**src/design/trs_pkg.sv**
```systemverilog
// shared types, codes and helpers for the triangle rasterizer
`timescale 1ns / 1ps
package trs_pkg;

  // item kinds
  localparam logic KIND_LOAD = 1'b0;
  localparam logic KIND_STEP = 1'b1;

  // vertex slot that completes a triangle
  localparam logic [1:0] SLOT_LAST = 2'd2;

  typedef enum logic [1:0] {
    F_RUN,
    F_BOX,
    F_EDGE
  } front_state_e;

  typedef enum logic [2:0] {
    B_IDLE,
    B_MUL,
    B_COMB,
    B_WMUL,
    B_DIV,
    B_DONE
  } back_state_e;

  // one visited pixel with the vertex data used to shade it
  typedef struct packed {
    logic [10:0]      px;
    logic [10:0]      py;
    logic             covered;
    logic             last;
    logic [2:0][15:0] vx;
    logic [2:0][15:0] vy;
    logic [2:0][12:0] vu;
    logic [2:0][12:0] vv;
  } job_t;

  // Q12.4 to whole pixel, truncated toward zero
  function automatic logic signed [11:0] trunc_pix(input logic signed [15:0] v);
    logic signed [15:0] t;
    t = v[15] ? (v + 16'sd15) : v;
    return t[15:4];
  endfunction

endpackage

```
**src/design/trs_in_if.sv**
```systemverilog
// input channel: vertex loads and pixel steps
`timescale 1ns / 1ps
interface trs_in_if;
  logic               valid;
  logic               ready;
  logic               kind;
  logic [1:0]         slot;
  logic signed [15:0] pos_x;
  logic signed [15:0] pos_y;
  logic [12:0]        tex_u;
  logic [12:0]        tex_v;

  modport source (output valid, kind, slot, pos_x, pos_y, tex_u, tex_v, input ready);
  modport sink (input valid, kind, slot, pos_x, pos_y, tex_u, tex_v, output ready);
endinterface

```
**src/design/trs_front.sv**
```systemverilog
// front end: vertex store, triangle set-up and bounding box walk
`timescale 1ns / 1ps
module trs_front #(
  parameter int SCREEN_W = 320,
  parameter int SCREEN_H = 240
) (
  input  logic          clk_i,
  input  logic          rst_ni,
  trs_in_if.sink        in_i,
  output logic          job_valid_o,
  input  logic          job_ready_i,
  output trs_pkg::job_t job_o
);

  localparam logic signed [11:0] XLIM = 12'(SCREEN_W - 1);
  localparam logic signed [11:0] YLIM = 12'(SCREEN_H - 1);

  trs_pkg::front_state_e state_q, state_d;

  logic [15:0] vert_x_q [3];
  logic [15:0] vert_y_q [3];
  logic [12:0] vert_u_q [3];
  logic [12:0] vert_v_q [3];

  logic signed [11:0] xi_q [3];
  logic signed [11:0] yi_q [3];
  logic signed [11:0] xi_c [3];
  logic signed [11:0] yi_c [3];
  logic signed [11:0] xmin_c, xmax_c, ymin_c, ymax_c, mn_x, mx_x, mn_y, mx_y;

  logic signed [13:0] edge_dx_q [3];
  logic signed [13:0] edge_dy_q [3];
  logic signed [31:0] edge_row_q [3];
  logic signed [31:0] edge_pix_q [3];

  logic signed [11:0] walk_x_q, walk_y_q, box_left_q, box_right_q, box_bottom_q, ymin_q;
  logic               walking_q, box_ok_q;
  logic [1:0]         edge_idx_q;
  logic               phase_q;
  logic signed [31:0] prod_a_q;

  logic               accept, load, step, fin, cov;
  logic signed [11:0] xa, ya, xb, yb;
  logic signed [12:0] dx_c, dy_c, ydist, xdist;
  logic signed [25:0] prod_a, prod_b;
  logic signed [31:0] s_c;

  // handshake
  assign in_i.ready  = (state_q == trs_pkg::F_RUN) && job_ready_i;
  assign accept      = in_i.valid && in_i.ready;
  assign load        = accept && (in_i.kind == trs_pkg::KIND_LOAD)
                       && (in_i.slot <= trs_pkg::SLOT_LAST);
  assign step        = accept && (in_i.kind == trs_pkg::KIND_STEP) && walking_q;
  assign job_valid_o = step;

  // pixel classification
  assign cov = (edge_pix_q[0] > 32'sd0) && (edge_pix_q[1] > 32'sd0)
               && (edge_pix_q[2] > 32'sd0);
  assign fin = (walk_x_q == box_right_q) && (walk_y_q == box_bottom_q);

  always_comb begin
    job_o.px      = walk_x_q[10:0];
    job_o.py      = walk_y_q[10:0];
    job_o.covered = cov;
    job_o.last    = fin;
    for (int k = 0; k < 3; k++) begin
      job_o.vx[k] = vert_x_q[k];
      job_o.vy[k] = vert_y_q[k];
      job_o.vu[k] = vert_u_q[k];
      job_o.vv[k] = vert_v_q[k];
    end
  end

  // bounding box of the truncated vertices
  always_comb begin
    for (int k = 0; k < 3; k++) begin
      xi_c[k] = trs_pkg::trunc_pix(vert_x_q[k]);
      yi_c[k] = trs_pkg::trunc_pix(vert_y_q[k]);
    end
    mn_x = (xi_c[0] < xi_c[1]) ? xi_c[0] : xi_c[1];
    mn_x = (xi_c[2] < mn_x) ? xi_c[2] : mn_x;
    mx_x = (xi_c[0] > xi_c[1]) ? xi_c[0] : xi_c[1];
    mx_x = (xi_c[2] > mx_x) ? xi_c[2] : mx_x;
    mn_y = (yi_c[0] < yi_c[1]) ? yi_c[0] : yi_c[1];
    mn_y = (yi_c[2] < mn_y) ? yi_c[2] : mn_y;
    mx_y = (yi_c[0] > yi_c[1]) ? yi_c[0] : yi_c[1];
    mx_y = (yi_c[2] > mx_y) ? yi_c[2] : mx_y;
    xmin_c = (mn_x < 12'sd0) ? 12'sd0 : mn_x;
    xmax_c = (mx_x > XLIM) ? XLIM : mx_x;
    ymin_c = (mn_y < 12'sd0) ? 12'sd0 : mn_y;
    ymax_c = (mx_y > YLIM) ? YLIM : mx_y;
  end

  // edge set-up operands, vertex i and its successor
  always_comb begin
    unique case (edge_idx_q)
      2'd0: begin
        xa = xi_q[0]; ya = yi_q[0]; xb = xi_q[1]; yb = yi_q[1];
      end
      2'd1: begin
        xa = xi_q[1]; ya = yi_q[1]; xb = xi_q[2]; yb = yi_q[2];
      end
      default: begin
        xa = xi_q[2]; ya = yi_q[2]; xb = xi_q[0]; yb = yi_q[0];
      end
    endcase
    dx_c   = 13'(ya) - 13'(yb);
    dy_c   = 13'(xa) - 13'(xb);
    ydist  = 13'(ymin_q) - 13'(ya);
    xdist  = 13'(box_left_q) - 13'(xa);
    prod_a = dy_c * ydist;
    prod_b = dx_c * xdist;
    s_c    = prod_a_q - 32'(prod_b);
    if ((dx_c < 13'sd0) || ((dx_c == 13'sd0) && (dy_c > 13'sd0))) begin
      s_c = s_c + 32'sd1;
    end
  end

  // state register
  always_ff @(posedge clk_i or negedge rst_ni) begin
    if (!rst_ni) begin
      state_q <= trs_pkg::F_RUN;
    end else begin
      state_q <= state_d;
    end
  end

  // next state
  always_comb begin
    state_d = state_q;
    unique case (state_q)
      trs_pkg::F_RUN: begin
        if (load && (in_i.slot == trs_pkg::SLOT_LAST)) state_d = trs_pkg::F_BOX;
      end
      trs_pkg::F_BOX: state_d = trs_pkg::F_EDGE;
      trs_pkg::F_EDGE: begin
        if ((edge_idx_q == 2'd2) && phase_q) state_d = trs_pkg::F_RUN;
      end
      default: state_d = trs_pkg::F_RUN;
    endcase
  end

  // walk control
  always_ff @(posedge clk_i or negedge rst_ni) begin
    if (!rst_ni) begin
      walking_q  <= 1'b0;
      edge_idx_q <= 2'd0;
      phase_q    <= 1'b0;
    end else begin
      if (load && (in_i.slot == trs_pkg::SLOT_LAST)) begin
        walking_q <= 1'b0;
      end else if (step && fin && !(walk_x_q < box_right_q)) begin
        walking_q <= 1'b0;
      end else if ((state_q == trs_pkg::F_EDGE) && (edge_idx_q == 2'd2) && phase_q) begin
        walking_q <= box_ok_q;
      end
      if (state_q == trs_pkg::F_BOX) begin
        edge_idx_q <= 2'd0;
        phase_q    <= 1'b0;
      end else if (state_q == trs_pkg::F_EDGE) begin
        phase_q <= !phase_q;
        if (phase_q) edge_idx_q <= edge_idx_q + 2'd1;
      end
    end
  end

  // vertex store, cleared on reset
  always_ff @(posedge clk_i or negedge rst_ni) begin
    if (!rst_ni) begin
      for (int k = 0; k < 3; k++) begin
        vert_x_q[k] <= 16'd0;
        vert_y_q[k] <= 16'd0;
        vert_u_q[k] <= 13'd0;
        vert_v_q[k] <= 13'd0;
      end
    end else if (load) begin
      vert_x_q[in_i.slot] <= in_i.pos_x;
      vert_y_q[in_i.slot] <= in_i.pos_y;
      vert_u_q[in_i.slot] <= in_i.tex_u;
      vert_v_q[in_i.slot] <= in_i.tex_v;
    end
  end

  // set-up and walk datapath
  always_ff @(posedge clk_i) begin
    if (state_q == trs_pkg::F_BOX) begin
      for (int k = 0; k < 3; k++) begin
        xi_q[k] <= xi_c[k];
        yi_q[k] <= yi_c[k];
      end
      box_left_q   <= xmin_c;
      box_right_q  <= xmax_c;
      box_bottom_q <= ymax_c;
      ymin_q       <= ymin_c;
      walk_x_q     <= xmin_c;
      walk_y_q     <= ymin_c;
      box_ok_q     <= (xmin_c <= xmax_c) && (ymin_c <= ymax_c);
    end
    if (state_q == trs_pkg::F_EDGE) begin
      if (!phase_q) begin
        prod_a_q <= 32'(prod_a);
      end else begin
        edge_dx_q[edge_idx_q]  <= 14'(dx_c);
        edge_dy_q[edge_idx_q]  <= 14'(dy_c);
        edge_row_q[edge_idx_q] <= s_c;
        edge_pix_q[edge_idx_q] <= s_c;
      end
    end
    if (step) begin
      if (walk_x_q < box_right_q) begin
        walk_x_q <= walk_x_q + 12'sd1;
        for (int k = 0; k < 3; k++) begin
          edge_pix_q[k] <= edge_pix_q[k] - 32'(edge_dx_q[k]);
        end
      end else if (!fin) begin
        walk_x_q <= box_left_q;
        walk_y_q <= walk_y_q + 12'sd1;
        for (int k = 0; k < 3; k++) begin
          edge_row_q[k] <= edge_row_q[k] + 32'(edge_dy_q[k]);
          edge_pix_q[k] <= edge_row_q[k] + 32'(edge_dy_q[k]);
        end
      end
    end
  end

  // checks
  a_setup_blocks_input: assert property (@(posedge clk_i) disable iff (!rst_ni)
    (state_q != trs_pkg::F_RUN) |-> !in_i.ready)
    else $error("input taken during triangle set-up");

  a_walk_in_box: assert property (@(posedge clk_i) disable iff (!rst_ni)
    walking_q |-> ((walk_x_q <= box_right_q) && (walk_x_q >= box_left_q)
                   && (walk_y_q <= box_bottom_q)))
    else $error("walk position left the bounding box");

  a_new_tri_stops_walk: assert property (@(posedge clk_i) disable iff (!rst_ni)
    (load && (in_i.slot == trs_pkg::SLOT_LAST)) |=> !walking_q)
    else $error("walk still running during set-up");

endmodule

```
**src/flat_wrapper.sv**
```systemverilog
// flat-port wrapper written by rule: the top's interface ports become plain ports
module trs_front_flat 
#(
  parameter int SCREEN_W = 320,
  parameter int SCREEN_H = 240
)
  (clk_i, rst_ni, job_valid_o, job_ready_i, job_o, in_i_valid, in_i_kind, in_i_slot, in_i_pos_x, in_i_pos_y, in_i_tex_u, in_i_tex_v, in_i_ready);
  trs_in_if in_i_i ();
  input  logic clk_i;
  input  logic rst_ni;
  output logic job_valid_o;
  input  logic job_ready_i;
  output trs_pkg::job_t job_o;
  input wire logic [$bits(in_i_i.valid)-1:0] in_i_valid;
  input wire logic [$bits(in_i_i.kind)-1:0] in_i_kind;
  input wire logic [$bits(in_i_i.slot)-1:0] in_i_slot;
  input wire logic [$bits(in_i_i.pos_x)-1:0] in_i_pos_x;
  input wire logic [$bits(in_i_i.pos_y)-1:0] in_i_pos_y;
  input wire logic [$bits(in_i_i.tex_u)-1:0] in_i_tex_u;
  input wire logic [$bits(in_i_i.tex_v)-1:0] in_i_tex_v;
  output wire logic [$bits(in_i_i.ready)-1:0] in_i_ready;
  assign in_i_i.valid = in_i_valid;
  assign in_i_i.kind = in_i_kind;
  assign in_i_i.slot = in_i_slot;
  assign in_i_i.pos_x = in_i_pos_x;
  assign in_i_i.pos_y = in_i_pos_y;
  assign in_i_i.tex_u = in_i_tex_u;
  assign in_i_i.tex_v = in_i_tex_v;
  assign in_i_ready = in_i_i.ready;
  trs_front #(.SCREEN_W(SCREEN_W), .SCREEN_H(SCREEN_H)) u_core (.clk_i(clk_i), .rst_ni(rst_ni), .in_i(in_i_i), .job_valid_o(job_valid_o), .job_ready_i(job_ready_i), .job_o(job_o));
endmodule
```
**config.mk**
```make
export PLATFORM = sky130hd
export DESIGN_NAME = trs_front_flat
export DESIGN_NICKNAME = d
export VERILOG_FILES = /design/src/design/trs_pkg.sv /design/src/design/trs_in_if.sv /design/src/design/trs_front.sv /design/src/flat_wrapper.sv
export SDC_FILE = /design/constraint.sdc
export NUM_CORES = 2
export LEC_CHECK = 0
export BUFFER_PORTS_ARGS = -buffer_cell sky130_fd_sc_hd__buf_2
export CORE_MARGIN = 2
export CORE_UTILIZATION = 40
export CTS_BUF_LIST = sky130_fd_sc_hd__clkbuf_16
export CTS_CLUSTER_SIZE = 20
export DETAILED_ROUTE_END_ITERATION = 8
export GPL_TIMING_DRIVEN = 0
export SLEW_MARGIN = 0
export SYNTH_ARGS = -nofsm -noshare
export SYNTH_HDL_FRONTEND = slang
export SYNTH_SLANG_ARGS = --single-unit
```
**constraint.sdc**
```tcl
create_clock -name clk_i -period 27.7 [get_ports clk_i]
set_input_delay 5.54 -clock clk_i [delete_from_list [all_inputs] [get_ports clk_i]]
set_output_delay 5.54 -clock clk_i [all_outputs]
set_load 0.005 [all_outputs]
```
[After elaboration in Yosys (flattened, before gate mapping)]
Memories as Yosys holds them, arrays and structs flattened.
Cells that the tools add are included.
Storage, ports and cells
  register bits: 279
  latch bits: 0
  RAM bits: 348
  bits in read-only memories: 0
  output and inout port bits: 200
  word-level logic and storage cells: 194
  memories kept: 6
Operators by class
  $add $sub $neg: 21
  $mul: 2
  div/mod/pow operators: 0
  order comparisons: 23
  equal/unequal tests: 9
  shifts and indexed selects: 0
  mux-type cells: 71
  bitwise logic cells: 6
  reductions and logical operators: 32
Memory list
  u_core.edge_pix_q: depth 3, width 32, rd ports 3, clocked after memory_dff 0, write ports 3, RTL line trs_front.sv:34  | logic signed [31:0] edge_pix_q [3];
  u_core.edge_row_q: depth 3, width 32, rd ports 3, clocked after memory_dff 0, write ports 3, RTL line trs_front.sv:33  | logic signed [31:0] edge_row_q [3];
  u_core.edge_dx_q: depth 3, width 14, rd ports 3, clocked after memory_dff 0, write ports 1, RTL line trs_front.sv:31  | logic signed [13:0] edge_dx_q [3];
  u_core.edge_dy_q: depth 3, width 14, rd ports 3, clocked after memory_dff 0, write ports 1, RTL line trs_front.sv:32  | logic signed [13:0] edge_dy_q [3];
  u_core.xi_q: depth 3, width 12, rd ports 3, clocked after memory_dff 0, write ports 3, RTL line trs_front.sv:25  | logic signed [11:0] xi_q [3];
  u_core.yi_q: depth 3, width 12, rd ports 3, clocked after memory_dff 0, write ports 3, RTL line trs_front.sv:26  | logic signed [11:0] yi_q [3];
Operators by type and width (number)
  12-bit two-way mux: 20
  32-bit two-way mux: 6
  16-bit two-way mux: 7
  16-bit by 5-bit adder with 16-bit output (second input constant): 6
  32-bit by 14-bit adder with 32-bit output: 3
  48-bit bitwise mux: 2
  32-bit by 1-bit > comparator with 1-bit output (second input constant): 3
  12-bit one-hot mux with 2 select lines: 4
  32-bit by 14-bit subtractor with 32-bit output: 3
  39-bit bitwise mux: 2
  32-bit OR reduction: 2
  12-bit < comparator: 5
  13-bit by 13-bit multiplier with 26-bit output: 2
  12-bit by 12-bit subtractor with 13-bit output: 4
  12-bit > comparator: 4
  32-bit by 2-bit adder with 32-bit output (second input constant): 1
  16-bit demux with 2-bit select: 1
  26-bit by 26-bit subtractor with 27-bit output: 1
  13-bit demux with 2-bit select: 1
  12-bit by 2-bit adder with 12-bit output (second input constant): 2
  12-bit == test: 2
  12-bit <= comparator: 2
  12-bit by 1-bit < comparator with 1-bit output (second input constant): 2
  1-bit two-way mux: 19
  other kinds (26): 60

[Longest topological paths before layout]
  word-level depth: 12
  mapped depth: 49
  gate-level depth less buffers: 43

[Least setup slack after synthesis]
No wires, ideal clock.
  path type: reg-to-reg
  start: register u_core.edge_idx_q[1]
  end: memory u_core.edge_pix_q[0][25] (data pin)
  setup time: 274 ps
  arrival time: 12368 ps
  required time: 27426 ps
  slack: 15058 ps
  stages on the path, launching flop included: 45
  path buffers: 8
  period minus slack after synthesis: 12642 ps
  cell sequence: dfrtp_1 > inv_1 > ha_1 > buf_2 > buf_2 > buf_2 > buf_2 > buf_2 > buf_1 > buf_1 > a22o_1 > a21o_1 > ha_1 > inv_1 > fa_1 > maj3_2 > maj3_2 > maj3_2 > [9 not listed] > fa_1 > fa_1 > fa_1 > fa_1 > fa_1 > ha_1 > a21o_1 > a21o_1 > a21oi_1 > mux2_2 > a311oi_4 > o31ai_1 > or4_4 > or4b_4 > or4_4 > a21oi_4 > mux2i_1 > a31oi_1
RTL lines
  start: declaration: RTL line trs_front.sv:38  | logic [1:0] edge_idx_q;
  start signal: assignment: RTL line trs_front.sv:162  | if (phase_q) edge_idx_q <= edge_idx_q + 2'd1;
  end: declaration: RTL line trs_front.sv:34

==> impl_metrics.json <==
{
  "status": "finished, violations left",
  "violations": "capacitance limit, slew limit",
  "r2r_cells": 41,
  "grt_pass1_wl_um": 284000,
  "remaining_drc_errors": 0,
  "synth_flop_cell": "edfxtp_1",
  "netlist_instances": 5933,
  "arrival_ns": 16.04,
  "place.gp.congestion": 0.963,
  "yosysSeqAreaShare_pct": 30.8,
  "grt_max_degree": 121,
  "r2r_slack_ns": 12.05,
  "layout_common_cells": "inv_1, nand2_1, ha_1",
  "hp-class": "flop to flop",
  "core_area_um2": 141000,
  "cp-start-kind": "flop",
  "grt_busiest_layer": "met2",
  "synth.avg_cell_area_um2": 9.54,
  "h-tree-depth": 3,
  "synth.net_count": 6846,
  "place_hpwl_um": 150000,
  "via_per_inst": 5.62,
  "ctsResizeCount": 0,
  "slew_headroom_pct": -2.69,
  "dieArea_um2": 145000,
  "ys_ff_latch": 619,
  "synth_area_leader_cell": "edfxtp_1",
  "clockBufferDepth": 3,
  "hold_viol": 0,
  "synth.top_cell.area_share_pct": 22.0,
  "ant_nets": 0,
  "root_buffer": "clkbuf_16",
  "grtUsageTotal_pct": 25.7,
  "finalSetupViolCount": 0,
  "multi_input_area_um2": 35600,
  "holdBufCountCts": 0,
  "worst-endpoint-required_ns": 28.09,
  "fillers": 13700,
  "synth_cell_types": 101,
  "maxCapViolations": 1,
  "rows": 138,
  "clkTransAtPathRegs_ns": 0.06,
  "slew_viol_final": 7,
  "mostFrequentLayoutCell": "inv_1",
  "wl_per_cell_um": 23.0,
  "gr-usage-met3_pct": 4.92,
  "critPathSlowestCell": "clkinv_1",
  "portBuffers": 264,
  "ys_warn_count": 0,
  "cts_sinks": 619,
  "period_share_pct": 56.5,
  "drive_above_1_share_pct": 11.2,
  "antenna_found_initial": 12,
  "vias": 46200,
  "syn2layout_area_growth_pct": 11.3,
  "syn_area_um2": 56600,
  "max_freq_mhz": 63.9,
  "crit_top_cell": "fa_1",
  "grtUsageMet1_pct": 32.6,
  "ioPinCount": 265,
  "clk_latency_ns": 0.69,
  "fin_worst_skew_ns": 0.0370,
  "numCtsBuffers": 76,
  "seqCellArea_um2": 17400,
  "cts_tree": "done",
  "worst_pin_slew_ns": 1.53,
  "min_to": "u_core.job_o[19]$_DFFE_PN0P_",
  "worst_setup_path_end_kind": "flop",
  "synth-edff-count": 415,
  "wl_um": 189000,
  "initial_core_util_pct": 40.1,
  "regToRegStartpoint": "u_core.edge_idx_q[1]$_DFFE_PN0P_",
  "use_met2_pct": 42.8,
  "first_pass_iters": 8,
  "final_net_count": 7193,
  "tns_ns": 0,
  "drtIter0Drc": 3957,
  "critPathKind": "flop to flop",
  "cp_max_fo": 12,
  "whs_path_depth": 1,
  "cts_setup_buffers": 0,
  "die_y_um": 380,
  "dieWidth_um": 380,
  "synth_area_leaders": "edfxtp_1, fa_1, ha_1",
  "grt_pass1_vias": 46100,
  "hold_path_startpoint": "u_core.job_o[19]$_DFFE_PN0P_",
  "overflow": 0,
  "cpPeakStageDelay_ns": 0.98,
  "period_needed_ns": 15.65,
  "rsz0062_at_grt": "false",
  "timing.rr.end": "u_core.edge_row_q[1][25]$_DFFE_PP_",
  "synthArstFlopShare_pct": 29.1
}
[cell type report]
type / instances / share of cell area (%)
repair buffers: 269 / 2.24
plain buffers: 228 / 1.56
clock inverters: 58 / 0.911
flip-flops and latches: 619 / 27.7
inverters: 700 / 4.17
multi-input cells: 4386 / 56.5
diodes: 2 / 0.00794
clock buffers: 81 / 3.21
well taps: 1890 / 3.75
[per-stage QoR]
step           cells  setup WS [ns]  area (um2)  hold slack, ns  util (%)
2_1_floorplan   5933          15.06       56600           0.449         -
3_3_place_gp    8087          12.25       60300           0.486      42.8
3_5_place_dp    8091          12.21       60400           0.490      42.8
4_1_cts         8230          12.16       63000           0.504      44.7
5_1_grt         8231          11.62       63000           0.514      44.7
6_report        8233          12.05       63100           0.504      44.7
[registers in the layout, indices dropped and copies added (netlist names), 2 cells and up]
signal               flops
u_core.edge_idx_q        2
u_core.ymin_q           11
u_core.box_left_q       11
u_core.prod_a_q         26
u_core.edge_dy_q        39
u_core.box_bottom_q     12
u_core.edge_dx_q        39
u_core.walk_y_q         12
u_core.edge_row_q       96
u_core.box_right_q      12
u_core.walk_x_q         12
u_core.xi_q             36
u_core.yi_q             36
u_core.state_q           2
u_core.job_o           174
u_core.edge_pix_q       96
[cells in the mapped netlist (12+ instances only)]
cell type,instances
a2111oi_0,12
a211oi_1,41
a21boi_0,14
a21o_1,145
a21oi_1,356
a221oi_1,18
a22o_1,35
a22oi_1,19
a31oi_1,64
a41oi_1,13
and2_1,80
and3_1,47
buf_1,16
buf_2,16
buf_4,26
clkbuf_1,169
dfrtp_1,180
dfxtp_1,24
edfxtp_1,415
fa_1,378
ha_1,470
inv_1,688
mux2_2,185
mux2i_1,65
nand2_1,615
nand2b_1,83
nand3_1,96
nand3b_1,22
nand4_1,67
nor2_1,341
nor2b_1,84
nor3_1,73
nor3b_1,12
nor4_1,36
o211a_1,12
o211ai_1,33
o21a_1,57
o21ai_0,261
o21bai_1,25
o22ai_1,16
o31ai_1,19
or2_2,29
or3_1,41
xnor2_1,240
xor2_1,120
[cell families (layout without fill, tap and decap cells)]
group	Yosys count	in the layout	share of synthesized area [%]
AO/OA/AOI/OAI	1247	1247	14.3
adder cells (fa/ha/maj)	858	858	23.9
buffers and inverters	928	1336	6.37
multiplexers	250	250	4.83
flip-flops	619	619	30.8
AND/OR/NAND/NOR	1671	1671	14.2
XOR/XNOR	360	360	5.57
other	0	2	0
[per-layer routing]
| metal | up-vias | routed length [um] |
|---|---|---|
| li1 | 21300 | - |
| met1 | 22600 | 78300 |
| met2 | 1876 | 87600 |
| met3 | 394 | 14800 |
| met4 | 6 | 8460 |
| met5 | - | 36 |
[worst max-delay path, delay by kind of cell (launching register included)]
kind	cells	cell delay, ns
AO/OA/AOI/OAI	13	3.09
XOR/XNOR	1	0.86
adder cells (fa/ha/maj)	9	3.88
buffers and inverters	10	3.52
flip-flops	1	0.40
multiplexers	2	1.17
AND/OR/NAND/NOR	6	2.40
[how the worst max path moves through the flow]
stage / start / end / slack (ns) / depth (start not counted)
4_1_cts: u_core.edge_idx_q[1]$_DFFE_PN0P_ / u_core.edge_row_q[1][25]$_DFFE_PP_ / 12.16 / 44
3_5_place_dp: u_core.edge_idx_q[1]$_DFFE_PN0P_ / u_core.edge_row_q[0][25]$_DFFE_PP_ / 12.21 / 44
3_3_place_gp: u_core.edge_idx_q[0]$_DFFE_PN0P_ / u_core.edge_row_q[2][25]$_DFFE_PP_ / 12.25 / 42
2_1_floorplan: u_core.edge_idx_q[1]$_DFFE_PN0P_ / u_core.edge_pix_q[0][25]$_DFFE_PP_ / 15.06 / 44
6_report: u_core.edge_idx_q[1]$_DFFE_PN0P_ / u_core.edge_row_q[1][25]$_DFFE_PP_ / 12.05 / 41
5_1_grt: u_core.edge_idx_q[1]$_DFFE_PN0P_ / u_core.edge_row_q[1][25]$_DFFE_PP_ / 11.62 / 41
Power is left out: the tool's default activity adds up to more than one toggle a clock period on the data nets, which glitch-free logic cannot reach.
